==> config.mk <==
export PLATFORM = sky130hd
export DESIGN_NAME = anm_lane
export DESIGN_NICKNAME = d
export VERILOG_FILES = /design/src/adaptive_normalized_audio_mixer_core_macros.svh /design/src/anm_pkg.sv /design/src/anm_lane.sv
export SDC_FILE = /design/constraint.sdc
export NUM_CORES = 1
export LEC_CHECK = 0
export BUFFER_PORTS_ARGS = -buffer_cell sky130_fd_sc_hd__buf_2
export CAP_MARGIN = 5
export CORE_ASPECT_RATIO = 0.6
export CORE_UTILIZATION = 35
export CTS_CLUSTER_SIZE = 12
export DETAILED_ROUTE_END_ITERATION = 12
export GPL_ROUTABILITY_DRIVEN = 0
export PLACE_DENSITY_LB_ADDON = 0.1
export SYNTH_ARGS = -nofsm -noshare
export SYNTH_HDL_FRONTEND = slang
export SYNTH_SLANG_ARGS = --single-unit
==> constraint.sdc <==
create_clock -name clk_i -period 6.9 [get_ports clk_i]
set_clock_uncertainty 0.1 [all_clocks]
set_input_delay 0 -clock clk_i [delete_from_list [all_inputs] [get_ports clk_i]]
set_output_delay 0 -clock clk_i [all_outputs]
set_load 0.02 [all_outputs]
==> src/adaptive_normalized_audio_mixer_core_macros.svh <==
// ----------------------------------------------------------------------------
// anm assertion macros
// shared property wrappers, clocked on clk_i and disabled in reset
// ----------------------------------------------------------------------------
`ifndef ADAPTIVE_NORMALIZED_AUDIO_MIXER_CORE_MACROS_SVH
`define ADAPTIVE_NORMALIZED_AUDIO_MIXER_CORE_MACROS_SVH

// same-cycle implication
`define ANM_ASSERT_NOW(lbl, ante, cons, msg) \
  lbl: assert property (@(posedge clk_i) disable iff (!rst_ni) (ante) |-> (cons)) \
    else $error(msg);

// next-cycle implication
`define ANM_ASSERT_NEXT(lbl, ante, cons, msg) \
  lbl: assert property (@(posedge clk_i) disable iff (!rst_ni) (ante) |=> (cons)) \
    else $error(msg);

`endif

==> src/anm_pkg.sv <==
// ----------------------------------------------------------------------------
// anm_pkg
// widths, constants and shared types of the normalized audio mixer
// ----------------------------------------------------------------------------
package anm_pkg;

  localparam int unsigned SAMPLE_FIELDS = 4;
  localparam int unsigned SAMPLE_W      = 16;
  localparam int unsigned GAIN_W        = 7;
  localparam int unsigned ACTIVE_W      = 3;
  localparam int unsigned CFG_IDX_W     = 3;
  localparam int unsigned CFG_DATA_W    = 7;
  localparam int unsigned SCALED_W      = 17;  // signed scaled sample
  localparam int unsigned SCALED_MAG_W  = 22;  // |sample| * gain
  localparam int unsigned SUM_W         = 19;  // signed sum of four lanes
  localparam int unsigned MAG_W         = 18;  // |sum|
  localparam int unsigned ATT_W         = 17;  // q1.16, unity included
  localparam int unsigned QUOT_W        = 16;
  localparam int unsigned RECIP_W       = 23;
  localparam int unsigned RECIP_SHIFT   = 29;

  localparam logic [GAIN_W-1:0]  GAIN_FULL  = 7'd100;
  // ceil(2^29 / 100), exact for products below 2^22
  localparam logic [RECIP_W-1:0] RECIP_100  = 23'd5368710;
  localparam logic [ATT_W-1:0]   ATT_UNITY  = 17'd65536;
  localparam int unsigned        RECOVER_SH = 5;

  localparam logic [MAG_W-1:0]      POS_LIMIT = 18'd32767;
  localparam logic [MAG_W-1:0]      NEG_LIMIT = 18'd32768;
  localparam logic [QUOT_W-1:0]     POS_NUM   = 16'd32767;
  localparam logic [QUOT_W-1:0]     NEG_NUM   = 16'd32768;
  localparam logic signed [SAMPLE_W-1:0] PCM_MAX = 16'sh7fff;
  localparam logic signed [SAMPLE_W-1:0] PCM_MIN = 16'sh8000;

  // configuration register indexes
  localparam logic [CFG_IDX_W-1:0] REG_GAIN_CH0 = 3'd0;
  localparam logic [CFG_IDX_W-1:0] REG_GAIN_CH1 = 3'd1;
  localparam logic [CFG_IDX_W-1:0] REG_GAIN_CH2 = 3'd2;
  localparam logic [CFG_IDX_W-1:0] REG_GAIN_CH3 = 3'd3;
  localparam logic [CFG_IDX_W-1:0] REG_ACTIVE   = 3'd4;

  typedef struct packed {
    logic start;
  } div_ctl_t;

  typedef struct packed {
    logic busy;
    logic done;
  } div_stat_t;

endpackage

==> src/anm_lane.sv <==
// ----------------------------------------------------------------------------
// anm_lane
// scales one channel sample by its volume percentage, truncating toward zero
// ----------------------------------------------------------------------------
module anm_lane
  import anm_pkg::*;
(
  input  logic                       clk_i,
  input  logic signed [SAMPLE_W-1:0] sample_i,
  input  logic [GAIN_W-1:0]          gain_i,
  output logic signed [SCALED_W-1:0] scaled_o
);

  logic [GAIN_W-1:0]                  gain_sat;
  logic [SAMPLE_W-1:0]                mag;
  logic [SCALED_MAG_W-1:0]            x_d, x_q;
  logic                               neg1_q, neg2_q;
  logic [SCALED_MAG_W+RECIP_W-1:0]    recip_prod;
  logic [QUOT_W-1:0]                  quot_d, quot_q;

  // stage 1: magnitude times clamped gain
  assign gain_sat = (gain_i > GAIN_FULL) ? GAIN_FULL : gain_i;
  assign mag      = sample_i[SAMPLE_W-1] ? SAMPLE_W'(-sample_i) : SAMPLE_W'(sample_i);
  assign x_d      = SCALED_MAG_W'(mag) * SCALED_MAG_W'(gain_sat);

  // stage 2: divide by hundred through the reciprocal
  assign recip_prod = (SCALED_MAG_W+RECIP_W)'(x_q) * (SCALED_MAG_W+RECIP_W)'(RECIP_100);
  assign quot_d     = recip_prod[RECIP_SHIFT +: QUOT_W];

  always_ff @(posedge clk_i) begin
    x_q    <= x_d;
    neg1_q <= sample_i[SAMPLE_W-1];
    quot_q <= quot_d;
    neg2_q <= neg1_q;
  end

  assign scaled_o = neg2_q ? -$signed(SCALED_W'(quot_q)) : $signed(SCALED_W'(quot_q));

endmodule

==> impl_results.md <==
* Core footprint at 0.0391 sq mm
* CP startpoint: x_q[10]
* #FFs+latches synth at 40
* Worst Hold Launch: sample_i[0]
* Worst Hold Depth at 3
* Syn Inst Count at 1,516
* Synth area leaders: fa_1 (35%), ha_1 (25%), inv_1 (11%)
* Fraction of registers with async set or reset after synthesis at 0%
* Max Cap Viol at 0
* Critical path buffers and inverters at 4
* First-pass GRT wire length at 58,400 um
* Final ANT Viol Nets at 0
* Vias in the first global route at 9,891
* Post-Syn Area at 0.0139 sq mm
* Worst-Skew Late Latency at 320 ps
* Synthesized area per cell at 9.17 sq um
* Clk slew on worst S/H paths at 80 ps
* Worst Setup End Kind: register
* Total GRT Usage at 19.1%
* Crit path required time at 7020 ps
* Yosys top cell by area: fa_1
* Post-synth EDFFs at 0
* Die span in x at 259 um
* DRC Markers at 0
* Die area at 0.0406 sq mm
* CTS Sinks at 40
* CTS Buf Count at 5
* Final Cycle Share at 94.4%
* Levels on crit path at 19
* Synthesis-to-finish area growth at 7.61%
* Row count at 56
* Hold Path Class: in2reg
* DRT Pass-1 Iters at 6
* Clock Tree Buf Depth at 2
* Commonest non-fill, non-tap cells in the layout: inv_1 (394), ha_1 (278), fa_1 (246)
* Total routed wirelength at 37,300 um
* Final Hold Fails at 0
* Setup TNS Final at 0 ps
* CP Launch Type: register
* Fin crit period at 6510 ps
* Fillers at 4,044
* Initial DRC count at 658
* R2R Path End: quot_q[12]
* IO buf count at 40
* Total gr overflow at 0
* Initial antenna violation count at 2
* Relative slew slack at 29.6%
* Chip height at 156 um
* Top cell type's share of synthesized area at 35.4%
* Largest net degree at the start of global routing at 17
* CP top delay family: adder cells
* Root Driver: clkbuf_16
* Internal reg-to-reg setup slack at 390 ps
* Worst reg-to-reg path cell count at 19
* Most common cell after layout, fill and taps aside: inv_1
* Synth cell types at 60
* Status: complete, no violations
* Final Core Density at 38.3%
* # setup viols final at 0
* Avg Vias per Cell at 4.87
* End of the worst hold path: x_q[0]
* Initial Utilization at 35.6%
* R2R Path Start: x_q[10]
* Seq/Total Area, Yosys at 5.76%
* RSZ-0062 raised after global routing: false
* Final #Nets at 2,107
* Worst-path cell chain: ha_1 -> inv_1 -> fa_1 -> fa_1 -> inv_1 -> fa_1 -> fa_1 -> fa_1 -> inv_1 -> fa_1 -> inv_1 -> ha_1 -> nand2_1 -> nor4_1 -> nand3_1 -> a211oi_1 -> o211ai_1 -> nor4b_1 -> a311oi_1
* Number of synthesis warnings at 0
* Post-CTS Setup Bufs at 0
* CP max stage cell: dfxtp_1
* N_diodes at 0
* Worst path arrival time at 6630 ps
* Worst Max-Slew Pin Slew at 1050 ps
* Share of layout cells above drive strength 1 at 4.55%
* Most common cell on crit path: fa_1
* DR vias at 10,100
* Max incr delay on CP at 660 ps
* Critical path type: reg2reg
* Final HPWL DP at 33,900 um
* Worst-path fanout max at 8
* Max Freq at 154 MHz
* CTS tree: built
* Syn Nets at 2,064
* Htree depth at 2
* WL/cell at 17.9 um
* Ports at 41
* Synth Flop Type: dfxtp_1
* Final slew viol count at 0
==> per-stage QoR <==
step / hold slack [ps] / instances / setup slack, ps / area, sq um
after floorplan: -72.3 / 1516 / 1250 / 13900
after global placement: 236 / 2073 / 491 / 14800
after detailed placement: 239 / 2073 / 382 / 14800
after CTS: 2.43 / 2082 / 363 / 15000
after global routing: 37.1 / 2082 / 9.21 / 15000
final: 5.63 / 2082 / 388 / 15000
==> worst register-to-register path, cell delays in order (launching register included) <==
cell and delay, ps:
dfxtp_1 660, ha_1 390, inv_1 130, fa_1 440, fa_1 510, inv_1 50, fa_1 570, fa_1 440
fa_1 490, inv_1 50, fa_1 470, inv_1 40, ha_1 380, nand2_1 100, nor4_1 360, nand3_1 130
a211oi_1 400, o211ai_1 270, nor4b_1 220, a311oi_1 220
==> synthesized netlist by cell type (all sizes together) (8+ instances only) <==
cell type	count
nand2	69
o31ai	9
a21oi	48
a211oi	10
nor4	8
clkbuf	14
o21ai	52
nand2b	26
ha	278
and2	15
nor3	15
xnor2	38
xor2	22
a31oi	8
inv	394
nor2	96
fa	246
dfxtp	40
nor2b	21
a21o	15
nand3	17
==> logic make-up after synthesis <==
logic type / after synthesis / share of synthesized area (%)
xor+xnor: 60 / 3.78
simple gates: 294 / 10.3
compound gates: 187 / 8.52
buf+inv: 409 / 11.1
flops: 40 / 5.76
mux: 2 / 0.153
fa+ha+maj: 524 / 60.4
==> how the worst max path moves through the flow <==
stage / end / slack (ps)
after global placement: quot_q[10] / 490
after global routing: quot_q[12] / 9
after floorplan: quot_q[14] / 1250
after detailed placement: quot_q[12] / 380
final: quot_q[12] / 390
after CTS: quot_q[12] / 360
==> timing repair <==
action	4_1_cts	5_1_grt
gates resized for setup	0	2
endpoints found under the setup margin	0	3
hold buffers	1	0
hold endpoints to repair	1	0
==> sequential cells by signal (all words and copies together) (netlist names) <==
name / cells
neg2_q: 1
x_q: 22
quot_q: 16
neg1_q: 1
==> metal layers <==
layer / vias to the layer above / part of all wire, % / GRT usage, % / routed length [um]
met5: - / 0.059 / 0 / 22
met4: 4 / 0.42 / 1.82 / 158
met3: 18 / 6.7 / 4.44 / 2500
met2: 235 / 35 / 22.7 / 13100
met1: 4999 / 58 / 33.4 / 21500
li1: 4880 / - / - / -
==> final cells by class <==
cell class	count	area [sq um]	share of cell area, %
inverter	394	1480	9.88
sequential	40	802	5.36
tap	522	653	4.37
clock buffer	5	125	0.836
timing repair buffer	51	285	1.91
multi-input combinational	1067	11600	77.3
clock inverter	3	46.3	0.309
Power is not shown: default switching activity piles up to over one toggle a cycle in this logic, so the estimate is an artifact.
