## config.mk

```make
export PLATFORM = sky130hd
export DESIGN_NAME = anm_merge
export DESIGN_NICKNAME = d
export VERILOG_FILES = /design/src/adaptive_normalized_audio_mixer_core_macros.svh /design/src/anm_pkg.sv /design/src/anm_merge.sv
export SDC_FILE = /design/constraint.sdc
export NUM_CORES = 1
export LEC_CHECK = 0
export ABC_AREA = 0
export BUFFER_PORTS_ARGS = -buffer_cell sky130_fd_sc_hd__buf_4
export CAP_MARGIN = 30
export CORE_MARGIN = 1.5
export CORE_UTILIZATION = 39
export CTS_BUF_LIST = sky130_fd_sc_hd__clkbuf_8
export DETAILED_ROUTE_END_ITERATION = 6
export PLACE_DENSITY = 0.54
export SYNTH_ARGS = -nofsm -noshare
export SYNTH_HDL_FRONTEND = slang
export SYNTH_SLANG_ARGS = --single-unit
```

## constraint.sdc

```tcl
create_clock -name clk_i -period 8.8 [get_ports clk_i]
set_input_delay 1.32 -clock clk_i [delete_from_list [all_inputs] [get_ports clk_i]]
set_output_delay 1.32 -clock clk_i [all_outputs]
set_load 0.1 [all_outputs]
```

## src/adaptive_normalized_audio_mixer_core_macros.svh

```systemverilog
// ----------------------------------------------------------------------------
// anm assertion macros
// shared property wrappers, clocked on clk_i and disabled in reset
// ----------------------------------------------------------------------------
`ifndef ADAPTIVE_NORMALIZED_AUDIO_MIXER_CORE_MACROS_SVH
`define ADAPTIVE_NORMALIZED_AUDIO_MIXER_CORE_MACROS_SVH

// same-cycle implication
`define ANM_ASSERT_NOW(lbl, ante, cons, msg) \
  lbl: assert property (@(posedge clk_i) disable iff (!rst_ni) (ante) |-> (cons)) \
    else $error(msg);

// next-cycle implication
`define ANM_ASSERT_NEXT(lbl, ante, cons, msg) \
  lbl: assert property (@(posedge clk_i) disable iff (!rst_ni) (ante) |=> (cons)) \
    else $error(msg);

`endif

```

## src/anm_pkg.sv

```systemverilog
// ----------------------------------------------------------------------------
// anm_pkg
// widths, constants and shared types of the normalized audio mixer
// ----------------------------------------------------------------------------
package anm_pkg;

  localparam int unsigned SAMPLE_FIELDS = 4;
  localparam int unsigned SAMPLE_W      = 16;
  localparam int unsigned GAIN_W        = 7;
  localparam int unsigned ACTIVE_W      = 3;
  localparam int unsigned CFG_IDX_W     = 3;
  localparam int unsigned CFG_DATA_W    = 7;
  localparam int unsigned SCALED_W      = 17;  // signed scaled sample
  localparam int unsigned SCALED_MAG_W  = 22;  // |sample| * gain
  localparam int unsigned SUM_W         = 19;  // signed sum of four lanes
  localparam int unsigned MAG_W         = 18;  // |sum|
  localparam int unsigned ATT_W         = 17;  // q1.16, unity included
  localparam int unsigned QUOT_W        = 16;
  localparam int unsigned RECIP_W       = 23;
  localparam int unsigned RECIP_SHIFT   = 29;

  localparam logic [GAIN_W-1:0]  GAIN_FULL  = 7'd100;
  // ceil(2^29 / 100), exact for products below 2^22
  localparam logic [RECIP_W-1:0] RECIP_100  = 23'd5368710;
  localparam logic [ATT_W-1:0]   ATT_UNITY  = 17'd65536;
  localparam int unsigned        RECOVER_SH = 5;

  localparam logic [MAG_W-1:0]      POS_LIMIT = 18'd32767;
  localparam logic [MAG_W-1:0]      NEG_LIMIT = 18'd32768;
  localparam logic [QUOT_W-1:0]     POS_NUM   = 16'd32767;
  localparam logic [QUOT_W-1:0]     NEG_NUM   = 16'd32768;
  localparam logic signed [SAMPLE_W-1:0] PCM_MAX = 16'sh7fff;
  localparam logic signed [SAMPLE_W-1:0] PCM_MIN = 16'sh8000;

  // configuration register indexes
  localparam logic [CFG_IDX_W-1:0] REG_GAIN_CH0 = 3'd0;
  localparam logic [CFG_IDX_W-1:0] REG_GAIN_CH1 = 3'd1;
  localparam logic [CFG_IDX_W-1:0] REG_GAIN_CH2 = 3'd2;
  localparam logic [CFG_IDX_W-1:0] REG_GAIN_CH3 = 3'd3;
  localparam logic [CFG_IDX_W-1:0] REG_ACTIVE   = 3'd4;

  typedef struct packed {
    logic start;
  } div_ctl_t;

  typedef struct packed {
    logic busy;
    logic done;
  } div_stat_t;

endpackage

```

## src/anm_merge.sv

```systemverilog
// ----------------------------------------------------------------------------
// anm_merge
// sums the active lanes and applies the attenuation factor
// ----------------------------------------------------------------------------
module anm_merge
  import anm_pkg::*;
#(
  parameter int unsigned NUM_LANES = 4
) (
  input  logic                       clk_i,
  input  logic signed [SCALED_W-1:0] scaled_i [NUM_LANES],
  input  logic [ACTIVE_W-1:0]        active_i,
  input  logic [ATT_W-1:0]           atten_i,
  output logic [MAG_W-1:0]           prod_o,
  output logic                       neg_o
);

  logic signed [SUM_W-1:0]     sum_d, sum_q;
  logic [MAG_W-1:0]            mag;
  logic [MAG_W+ATT_W-1:0]      full_prod;
  logic [MAG_W-1:0]            prod_q;
  logic                        neg_q;

  always_comb begin
    sum_d = '0;
    for (int i = 0; i < NUM_LANES; i++) begin
      if (ACTIVE_W'(i) < active_i) begin
        sum_d = sum_d + SUM_W'(scaled_i[i]);
      end
    end
  end

  assign mag       = sum_q[SUM_W-1] ? MAG_W'(-sum_q) : MAG_W'(sum_q);
  assign full_prod = (MAG_W+ATT_W)'(mag) * (MAG_W+ATT_W)'(atten_i);

  always_ff @(posedge clk_i) begin
    sum_q  <= sum_d;
    prod_q <= full_prod[16 +: MAG_W];
    neg_q  <= sum_q[SUM_W-1];
  end

  assign prod_o = prod_q;
  assign neg_o  = neg_q;

endmodule

```

==> impl_metrics.py <==
metrics = {
    "status": {
        "run_status": "finished clean",
    },
    "floorplanning": {
        "initial_core_util": 0.394,
        "dieArea_mm2": 0.0369,
        "placementRows": 69,
        "fp.dieH_um": 192,
        "core_mm2": 0.0354,
        "ioPinCount": 108,
        "die_w_um": 192,
    },
    "synth": {
        "ys_seq_elements": 38,
        "synth_cells": 1672,
        "yosysSeqAreaShare": 0.0546,
        "syn-num-nets": 2154,
        "ys.flop_type": "dfxtp_1",
        "postSynthAreaPerCell_um2": 8.33,
        "synth_warnings": 0,
        "syn_area_mm2": 0.0139,
        "async_flop_share": 0,
        "synth_cell_types": 76,
        "synth_edf_count": 0,
    },
    "worst_setup_path": {
        "rrSetupSlack_ns": 0.64,
        "cp_max_fo": 18,
        "cp-start-kind": "flop",
        "crit_required_ns": 9.02,
        "rr_startpoint": "sum_q[0]",
        "r2r_cells": 25,
        "critPathKind": "reg -> reg",
        "end_kind": "flop",
        "crit_arrival_ns": 8.38,
        "rr_endpoint": "prod_o[16]",
    },
    "detailed_routing": {
        "dr_wl_met2_um": 16900,
        "top_layer_used": "met4",
        "wirelength_um": 35200,
        "wl_met3_um": 1200,
        "drt-vias-per-instance": 5.02,
        "wl_met1_um": 16400,
        "avgRoutedWirePerCell_um": 15.9,
        "drt-initial-drc-count": 486,
        "route.detailed.drc": 0,
        "vias": 11100,
        "ant_nets": 0,
        "drt_pass1_iterations": 5,
    },
    "cells_and_area": {
        "stdcell_count": 2211,
        "drive_gt1_frac": 0.0977,
        "antenna_cells": 0,
        "area_growth_pct": 10.2,
        "nets": 2231,
    },
    "clock_tree": {
        "cts_inserted_buffers": 5,
        "path_clk_slew_ns": 0.10,
        "cts_resized": 0,
        "insertion_delay_ns": 0.34,
        "cts_hold_buf": 0,
        "cts_tree": "done",
        "cts_htree_levels": 2,
        "cts-root-buf": "clkbuf_8",
        "clockBufferDepth": 2,
        "cts_setup_buffers": 0,
        "clock-sinks": 38,
    },
    "grt": {
        "grt_pass1_vias": 11600,
        "grtUsageTotal": 0.204,
        "grt_max_degree": 28,
        "antenna_found_initial": 0,
        "grt_overflow": 0,
        "grt_pass1_wl_um": 59400,
    },
    "sta": {
        "rsz0062_at_grt": "no",
        "fin_crit_sh": 0.927,
        "setup_tns_ns": 0,
        "relSlewSlack": 0.351,
        "drv_slew": 0,
        "tightest_slew_ns": 0.967,
        "setup-violations-final": 0,
        "fin_skew_ns": 0.0306,
        "finalHoldViolations": 0,
        "max_freq_mhz": 123,
        "min_period_ns": 8.16,
        "worst_slack_ns": 0.644,
    },
    "place": {
        "hpwl_um": 29300,
        "dpl.cell_count": 2203,
        "dpl_worst_slack_ns": 0.510,
        "portBuffers": 107,
        "routabilityCongestion": 0.870,
    },
    "worst_hold_path": {
        "holdCritPathClass": "reg -> reg",
        "hp-start": "sum_q[18]",
        "hold_depth": 0,
        "min_to": "neg_o",
    },
    "run": {
        "drv_cap": 0,
    },
}
## per-layer routing
layer | global-route usage | vias to the layer above
li1 | - | 5413
met1 | 0.279 | 5486
met2 | 0.351 | 172
met3 | 0.0216 | 38
met4 | 0.0388 | 0
met5 | 0 | -
## worst max-delay path by stage
stage / depth (start not counted) / slack (ns) / to / startpoint
finish: 25 / 0.64 / prod_o[16] / sum_q[0]
global route: 25 / 0.14 / prod_o[16] / sum_q[0]
CTS: 26 / 0.51 / prod_o[16] / sum_q[1]
detailed placement: 26 / 0.51 / prod_o[16] / sum_q[1]
global placement: 26 / 0.64 / prod_o[16] / sum_q[1]
floorplan: 29 / 0.89 / prod_o[16] / sum_q[0]
## sequential cells by signal (all words and copies together), names as in the netlist
| name | count |
|---|---|
| neg_o | 1 |
| sum_q | 19 |
| prod_o | 18 |
## per-stage QoR
step	hold slack, ns	instance area, µm²	utilization
final	0.673	15400	0.434
after global routing	0.710	15400	0.434
after CTS	0.678	15300	0.434
after detailed placement	0.663	15300	0.431
after global placement	0.648	15300	0.431
after floorplan	0.329	13900	-
## synthesized netlist by cell type, types with 8 or more instances
library cell,instances,area share
o31ai_1,9,0.0048
xnor2_1,52,0.033
clkbuf_1,55,0.015
nor2_1,53,0.014
a21o_1,22,0.012
mux2_2,13,0.011
fa_1,238,0.34
nor2b_1,8,0.0036
and3_1,14,0.0063
xor2_1,25,0.016
a21oi_1,52,0.019
inv_1,320,0.086
nand2_1,245,0.066
o21a_1,16,0.0086
nor3_1,22,0.0079
dfxtp_1,38,0.055
and2_1,142,0.064
o21ai_0,44,0.016
ha_1,155,0.14
## worst max-delay path: stages, from the launching register on
cell and delay (ns):
dfxtp_1 0.31, buf_4 0.21, nor3_1 0.20, nand2_1 0.09, or3_1 0.37, or3_1 0.37, o41ai_1 0.33, xnor2_1 0.38
nand2_1 0.18, fa_1 0.54, fa_1 0.46, fa_1 0.54, inv_1 0.06, fa_1 0.55, fa_1 0.44, fa_1 0.45
ha_1 0.24, a211oi_1 0.24, o211ai_1 0.12, a21o_1 0.20, a221oi_1 0.53, o31ai_1 0.27, a221o_1 0.43, a21oi_1 0.24
a21boi_0 0.14, xor2_1 0.16
## cell usage in the layout (no fill, tap or decap), drive strengths merged, types with 7 or more instances in the layout
cell type / synthesis / layout
a211o: 7 / 7
mux2: 13 / 13
inv: 320 / 321
nand3: 7 / 7
ha: 155 / 155
buf: 8 / 133
xor2: 25 / 25
dfxtp: 38 / 38
and2: 142 / 142
o21a: 16 / 16
fa: 238 / 238
a211oi: 7 / 7
o31ai: 10 / 10
o21ai: 50 / 50
nor2: 53 / 53
a21o: 22 / 22
nand2b: 7 / 7
and3: 15 / 15
a21oi: 53 / 53
xnor2: 52 / 52
nor2b: 8 / 8
nor3: 24 / 24
nand2: 245 / 245
or3: 7 / 7
## area by class of cell
cell class              instances  area, µm²
flip-flops and latches         38        761
repair buffers                133        998
clock inverters                 2       8.76
clock buffers                   6       82.6
inverters                     321       1200
well taps                     461        577
multi-input cells            1250      11700
fillers                      3566      20000
## kinds of logic after synthesis
group,Yosys count,share of synthesized area
DFF,38,0.0546
and+or+nand+nor,534,0.187
AOI/OAI and AO/OA,227,0.109
buffers and inverters,384,0.105
muxes,18,0.0141
xor gates and xnor gates,77,0.0484
adders and majority gates,394,0.482
Power is left out: the tool's default activity adds up to more than one toggle a clock period on the data nets, which glitch-free logic cannot reach.
