## config.mk

```make
export PLATFORM = sky130hd
export DESIGN_NAME = anm_div
export DESIGN_NICKNAME = d
export VERILOG_FILES = /design/src/anm_pkg.sv /design/src/anm_div.sv
export VERILOG_INCLUDE_DIRS = /design/src /design/src/src
export SDC_FILE = /design/constraint.sdc
export NUM_CORES = 1
export LEC_CHECK = 0
export CAP_MARGIN = 5
export CORE_ASPECT_RATIO = 0.75
export CORE_MARGIN = 2
export CORE_UTILIZATION = 40
export CTS_CLUSTER_SIZE = 8
export DETAILED_ROUTE_END_ITERATION = 10
export DONT_BUFFER_PORTS = 1
export GPL_ROUTABILITY_DRIVEN = 0
export PLACE_DENSITY_LB_ADDON = 0.08
export SYNTH_ARGS = -nofsm -noshare
export SYNTH_HDL_FRONTEND = slang
export SYNTH_SLANG_ARGS = --single-unit
```

## constraint.sdc

```tcl
create_clock -name clk_i -period 5.95 [get_ports clk_i]
set_clock_uncertainty 0.15 [all_clocks]
set_input_delay 0.8925 -clock clk_i [delete_from_list [all_inputs] [get_ports clk_i]]
set_output_delay 0.8925 -clock clk_i [all_outputs]
set_load 0.1 [all_outputs]
```

## src/adaptive_normalized_audio_mixer_core_macros.svh

```systemverilog
// ----------------------------------------------------------------------------
// anm assertion macros
// shared property wrappers, clocked on clk_i and disabled in reset
// ----------------------------------------------------------------------------
`ifndef ADAPTIVE_NORMALIZED_AUDIO_MIXER_CORE_MACROS_SVH
`define ADAPTIVE_NORMALIZED_AUDIO_MIXER_CORE_MACROS_SVH

// same-cycle implication
`define ANM_ASSERT_NOW(lbl, ante, cons, msg) \
  lbl: assert property (@(posedge clk_i) disable iff (!rst_ni) (ante) |-> (cons)) \
    else $error(msg);

// next-cycle implication
`define ANM_ASSERT_NEXT(lbl, ante, cons, msg) \
  lbl: assert property (@(posedge clk_i) disable iff (!rst_ni) (ante) |=> (cons)) \
    else $error(msg);

`endif

```

## src/anm_pkg.sv

```systemverilog
// ----------------------------------------------------------------------------
// anm_pkg
// widths, constants and shared types of the normalized audio mixer
// ----------------------------------------------------------------------------
package anm_pkg;

  localparam int unsigned SAMPLE_FIELDS = 4;
  localparam int unsigned SAMPLE_W      = 16;
  localparam int unsigned GAIN_W        = 7;
  localparam int unsigned ACTIVE_W      = 3;
  localparam int unsigned CFG_IDX_W     = 3;
  localparam int unsigned CFG_DATA_W    = 7;
  localparam int unsigned SCALED_W      = 17;  // signed scaled sample
  localparam int unsigned SCALED_MAG_W  = 22;  // |sample| * gain
  localparam int unsigned SUM_W         = 19;  // signed sum of four lanes
  localparam int unsigned MAG_W         = 18;  // |sum|
  localparam int unsigned ATT_W         = 17;  // q1.16, unity included
  localparam int unsigned QUOT_W        = 16;
  localparam int unsigned RECIP_W       = 23;
  localparam int unsigned RECIP_SHIFT   = 29;

  localparam logic [GAIN_W-1:0]  GAIN_FULL  = 7'd100;
  // ceil(2^29 / 100), exact for products below 2^22
  localparam logic [RECIP_W-1:0] RECIP_100  = 23'd5368710;
  localparam logic [ATT_W-1:0]   ATT_UNITY  = 17'd65536;
  localparam int unsigned        RECOVER_SH = 5;

  localparam logic [MAG_W-1:0]      POS_LIMIT = 18'd32767;
  localparam logic [MAG_W-1:0]      NEG_LIMIT = 18'd32768;
  localparam logic [QUOT_W-1:0]     POS_NUM   = 16'd32767;
  localparam logic [QUOT_W-1:0]     NEG_NUM   = 16'd32768;
  localparam logic signed [SAMPLE_W-1:0] PCM_MAX = 16'sh7fff;
  localparam logic signed [SAMPLE_W-1:0] PCM_MIN = 16'sh8000;

  // configuration register indexes
  localparam logic [CFG_IDX_W-1:0] REG_GAIN_CH0 = 3'd0;
  localparam logic [CFG_IDX_W-1:0] REG_GAIN_CH1 = 3'd1;
  localparam logic [CFG_IDX_W-1:0] REG_GAIN_CH2 = 3'd2;
  localparam logic [CFG_IDX_W-1:0] REG_GAIN_CH3 = 3'd3;
  localparam logic [CFG_IDX_W-1:0] REG_ACTIVE   = 3'd4;

  typedef struct packed {
    logic start;
  } div_ctl_t;

  typedef struct packed {
    logic busy;
    logic done;
  } div_stat_t;

endpackage

```

## src/anm_div.sv

```systemverilog
// ----------------------------------------------------------------------------
// anm_div
// restoring divider, one quotient bit per cycle, for the clip factor
// ----------------------------------------------------------------------------
`include "adaptive_normalized_audio_mixer_core_macros.svh"

module anm_div
  import anm_pkg::*;
(
  input  logic              clk_i,
  input  logic              rst_ni,
  input  div_ctl_t          ctl_i,
  input  logic [QUOT_W-1:0] num_hi_i,  // dividend is num_hi_i * 2^16
  input  logic [MAG_W-1:0]  den_i,
  output div_stat_t         stat_o,
  output logic [QUOT_W-1:0] quot_o
);

  localparam logic [3:0] LAST_STEP = 4'(QUOT_W - 1);

  logic               busy_q, done_q;
  logic [3:0]         cnt_q;
  logic [MAG_W-1:0]   rem_q, den_q;
  logic [QUOT_W-1:0]  quot_q;
  logic [MAG_W:0]     shifted;
  logic               ge;

  assign shifted = {rem_q, 1'b0};
  assign ge      = shifted >= {1'b0, den_q};

  always_ff @(posedge clk_i or negedge rst_ni) begin
    if (!rst_ni) begin
      busy_q <= 1'b0;
      done_q <= 1'b0;
      cnt_q  <= '0;
    end else begin
      done_q <= 1'b0;
      if (ctl_i.start) begin
        busy_q <= 1'b1;
        cnt_q  <= '0;
      end else if (busy_q) begin
        cnt_q <= cnt_q + 4'd1;
        if (cnt_q == LAST_STEP) begin
          busy_q <= 1'b0;
          done_q <= 1'b1;
        end
      end
    end
  end

  always_ff @(posedge clk_i) begin
    if (ctl_i.start) begin
      rem_q <= MAG_W'(num_hi_i);
      den_q <= den_i;
    end else if (busy_q) begin
      rem_q  <= ge ? MAG_W'(shifted - {1'b0, den_q}) : shifted[MAG_W-1:0];
      quot_q <= {quot_q[QUOT_W-2:0], ge};
    end
  end

  assign stat_o.busy = busy_q;
  assign stat_o.done = done_q;
  assign quot_o      = quot_q;

  `ANM_ASSERT_NOW(a_div_no_restart, ctl_i.start, !busy_q, "divider started while busy")
  `ANM_ASSERT_NEXT(a_div_done_after_last, busy_q && (cnt_q == LAST_STEP), done_q && !busy_q,
                   "divider did not finish after last step")
  `ANM_ASSERT_NOW(a_div_done_idle, done_q, !busy_q, "divider done while busy")

endmodule

```

==> results by stage <==
Floorplanning:
- The total area inside the core boundary comes to 7810 um2.
- The die area is 8730 um2.
- The number of rows created at floorplan is 28.
- For this configuration, the core starts out at a cell density of 0.409.
- Measured along the x axis, the die boundary spans 107 um.
- During I/O placement, the number of pins put on the boundary was 55.
- The die is 81.4 um tall.

Finish:
- The proportion of layout cells with a drive suffix above 1 is 0.0729.
- With fillers left out, the area of the finished cells amounts to 3420 um2.
- The count of inserted antenna diode cells is 0.
- The count of nets after finishing is 340.
- The filler cell count is 759.
- For this run, the number of standard cells in the final layout without fillers is 393.
- Compared with the post-synthesis result, the final layout area differs by 6.89%.
- Leaving out fill and tap cells, the most frequent cells in the layout are sky130_fd_sc_hd__edfxtp_1 (50), sky130_fd_sc_hd__nand2_1 (26), sky130_fd_sc_hd__inv_1 (23).
- The commonest non-fill, non-tap cell in the layout is sky130_fd_sc_hd__edfxtp_1.

STA:
- The final clock period utilization by the worst path is 0.590.
- The count of pins over their slew limit is 0.
- Subtracting the final worst setup slack from the clock period gives 3510 ps.
- Headroom to the max-slew limit came out at 0.259.
- The total count of hold-check failures in the final report is 0.
- Adding up every negative setup slack in the final design gives 0 ps.
- Based on the critical path, the design can be clocked at up to 285 MHz.
- At the pin with the least slew margin, the transition time is 1110 ps.
- Setup violations remaining at the end of the flow were counted as 0.
- Setup repair after global routing left no endpoint under its margin.
- On the final layout, the worst hold slack is 79.0 ps.

Power:
- Of the total power, combinational logic draws 0.426.
- Of the total power, registers draw 0.398.
- IR analysis of the VDD net gives a maximum drop of 0.000174 V.
- The analysis attributes to net switching a power of 699 uW.
- In this run the power density over the cells is 491 nW/um2.
- The share of total power dissipated in the clock network is 0.175.
- The internal power is 979 uW.
- The leakage component of the power is 1.32 nW.
- Of the total power, the share spent switching nets is 0.417.

Yosys:
- During synthesis, Yosys emitted a total of 0 warnings.
- For this run, asynchronously set or reset flops after synthesis account for 0.103.
- The synthesized netlist contains 49 unique library cells.
- The per-instance average area after synthesis is 11.1 um2.
- The most used flip-flop cell after synthesis is sky130_fd_sc_hd__edfxtp_1.
- The synthesized netlist net count is 344.
- The biggest area consumer among synthesized cells is sky130_fd_sc_hd__edfxtp_1.
- In the post-synthesis netlist, the biggest area contributors are sky130_fd_sc_hd__edfxtp_1 (47%), sky130_fd_sc_hd__ha_1 (7.4%), sky130_fd_sc_hd__dfrtp_1 (4.7%), sky130_fd_sc_hd__a21oi_1 (3.3%), sky130_fd_sc_hd__xor2_1 (3.3%).
- The proportion of synthesized chip area in sequential cells is 0.529.
- The area of the mapped netlist is 3200 um2.
- The synthesized netlist cell count is 287.
- In this run, synthesis inferred 50 flip-flops with an integrated enable.
- The synthesized design contains 58 register bits.
- The share of synthesized area in the top cell type comes to 0.470.

Setup path:
- The worst endpoint required time is 5900 ps.
- The worst register-to-register path begins at rem_q[5].
- The endpoint class of the critical path is a register.
- The worst-case register-to-register setup slack is 2440 ps.
- The startpoint type of the worst setup path is a register.
- Along the worst path, the maximum fanout reaches 17.
- The critical path is of the reg -> reg type.
- The worst register-to-register path ends at rem_q[9].
- At the worst endpoint, the arrival time is 3460 ps.
- For the worst flop-to-flop path, the logic depth is 10.

Clock network:
- The master cell of the clock root buffer is sky130_fd_sc_hd__clkbuf_8.
- After clock tree synthesis, the clock-pin slew on the worst setup and hold paths is 70 ps.
- TritonCTS created 9 clock buffers.
- The number of setup buffers added after CTS is 0.
- CTS saw 58 sinks.
- No sink is reached through more buffers than the 2 on the longest clock path.
- For this design, the CTS-stage hold fixing added 0 buffers.
- Once the clock tree was built, the resizer swapped 0 gates to a different size.
- In this run the number of H-tree levels came out at 3.
- The clock insertion delay at the later pin of the skew report is 350 ps.
- TritonCTS built the clock tree.

Run:
- The total of max-cap violations is 0.

Placed design:
- Summing all placed instances gives a cell area of 3260 um2.
- Including well taps, the total number of placed cells is 377.
- Detailed placement ended at an HPWL of 4480 um.
- The number of buffers inserted by port buffering is 0.

Outcome:
- The flow ran to the end, and the final reports show no timing, DRC or antenna violations.

Global route:
- The overall track demand over capacity in global routing is 0.159.
- The via count of the first global-routing pass was 2024.
- Summed over all layers, the global routing overflow is 0.
- The initial antenna violation count is 0.
- The wire length of the first global-routing pass is 10400 um.
- The maximum number of pins on one net before global-route repair is 68.

Routing:
- After detailed routing, the number of remaining DRC violations is 0.
- Once detail routing completed, the nets flagged for antenna violations numbered 0.
- The detailed-routing iteration count for the pre-antenna-repair pass is 4.
- The routed wire length per instance is 16.4 um.
- After the first detailed-routing iteration, the DRC count stood at 130.
- The average via count per standard cell is 5.35.
- The total number of vias is 2101.
- The final layout contains routed wiring with a total length of 6440 um.

Min path:
- The min-delay analysis places its worst path in the category in -> async.
[cells by family (layout without fill, tap and decap cells)]
family / after synthesis / in the layout / share of synthesized area
adders and majority gates: 20 / 20 / 0.0806
xor gates and xnor gates: 18 / 18 / 0.0493
buffers and inverters: 40 / 41 / 0.0505
DFF: 58 / 58 / 0.529
muxes: 5 / 5 / 0.0168
AOI/OAI and AO/OA: 65 / 65 / 0.145
and+or+nand+nor: 81 / 81 / 0.128
[cell type report]
cell class / instances / area [um2] / share of cell area
clock buffers: 11 / 131 / 0.0384
clock inverters: 5 / 21.3 / 0.00622
inverters: 24 / 90.1 / 0.0264
multi-input cells: 189 / 1340 / 0.393
flip-flops and latches: 58 / 1690 / 0.495
well taps: 105 / 131 / 0.0384
repair buffers: 1 / 7.51 / 0.00220
[power groups by stage]
stage               combinational, mW  sequential (mW)  clock, mW
finish                          0.715            0.668      0.294
global route                    0.813            0.679      0.322
CTS                             0.718            0.669      0.308
detailed placement              0.710            0.677          0
global placement                0.722            0.675          0
floorplan                       0.573            0.663          0
[critical path: stages (launching register included)]
cell and delay (ps):
sky130_fd_sc_hd__edfxtp_1 400, sky130_fd_sc_hd__ha_1 380, sky130_fd_sc_hd__a21oi_2 210, sky130_fd_sc_hd__nand2_1 80
sky130_fd_sc_hd__o21ai_2 200, sky130_fd_sc_hd__o21ai_2 130, sky130_fd_sc_hd__a311oi_4 700, sky130_fd_sc_hd__buf_4 350
sky130_fd_sc_hd__inv_2 70, sky130_fd_sc_hd__mux2_1 320, sky130_fd_sc_hd__mux2_2 260
[per-layer routing]
layer  global-route usage  part of all wire  vias to the layer above  routed length [um]
met5                    0                 0                        -                   0
met4               0.0623             0.016                        0                 104
met3               0.0667             0.059                       10                 383
met2                0.216              0.40                       59                2550
met1                0.224              0.53                      986                3400
li1                     -                 -                     1046                   -
[cells in the mapped netlist (all sizes together) (3+ instances only)]
| master | instances |
|---|---|
| nand2b | 7 |
| o31ai | 4 |
| xor2 | 12 |
| nand4 | 7 |
| o21ai | 12 |
| nand3b | 7 |
| dfrtp | 6 |
| xnor2 | 6 |
| clkbuf | 11 |
| buf | 5 |
| a221o | 4 |
| inv | 24 |
| edfxtp | 50 |
| mux2 | 3 |
| a21oi | 22 |
| nor2b | 7 |
| o311ai | 7 |
| o211ai | 3 |
| nor3 | 7 |
| ha | 19 |
| nand2 | 26 |
| nor2 | 14 |
[sequential cells by signal, summed over array words and instances (netlist names)]
name	flops
cnt_q	4
den_q	18
quot_o	16
done_q	1
busy_q	1
rem_q	18
[worst max path at each step]
stage                   from        to  slack [ps]  cells past startpoint
floorplan           rem_q[7]  rem_q[9]        3310                     10
global placement    rem_q[1]  rem_q[9]        2550                     10
detailed placement  rem_q[1]  rem_q[9]        2440                     10
CTS                 rem_q[5]  rem_q[9]        2420                     10
global route        rem_q[5]  rem_q[9]        2180                     10
finish              rem_q[5]  rem_q[9]        2440                     10
[per-stage QoR]
stage,utilization,total power [mW],setup slack (ps)
CTS,0.437,1.70,2420
finish,0.437,1.68,2440
detailed placement,0.418,1.39,2440
global route,0.437,1.81,2180
global placement,0.418,1.40,2550
floorplan,-,1.24,3310
Power figures use the tool's default switching activity.
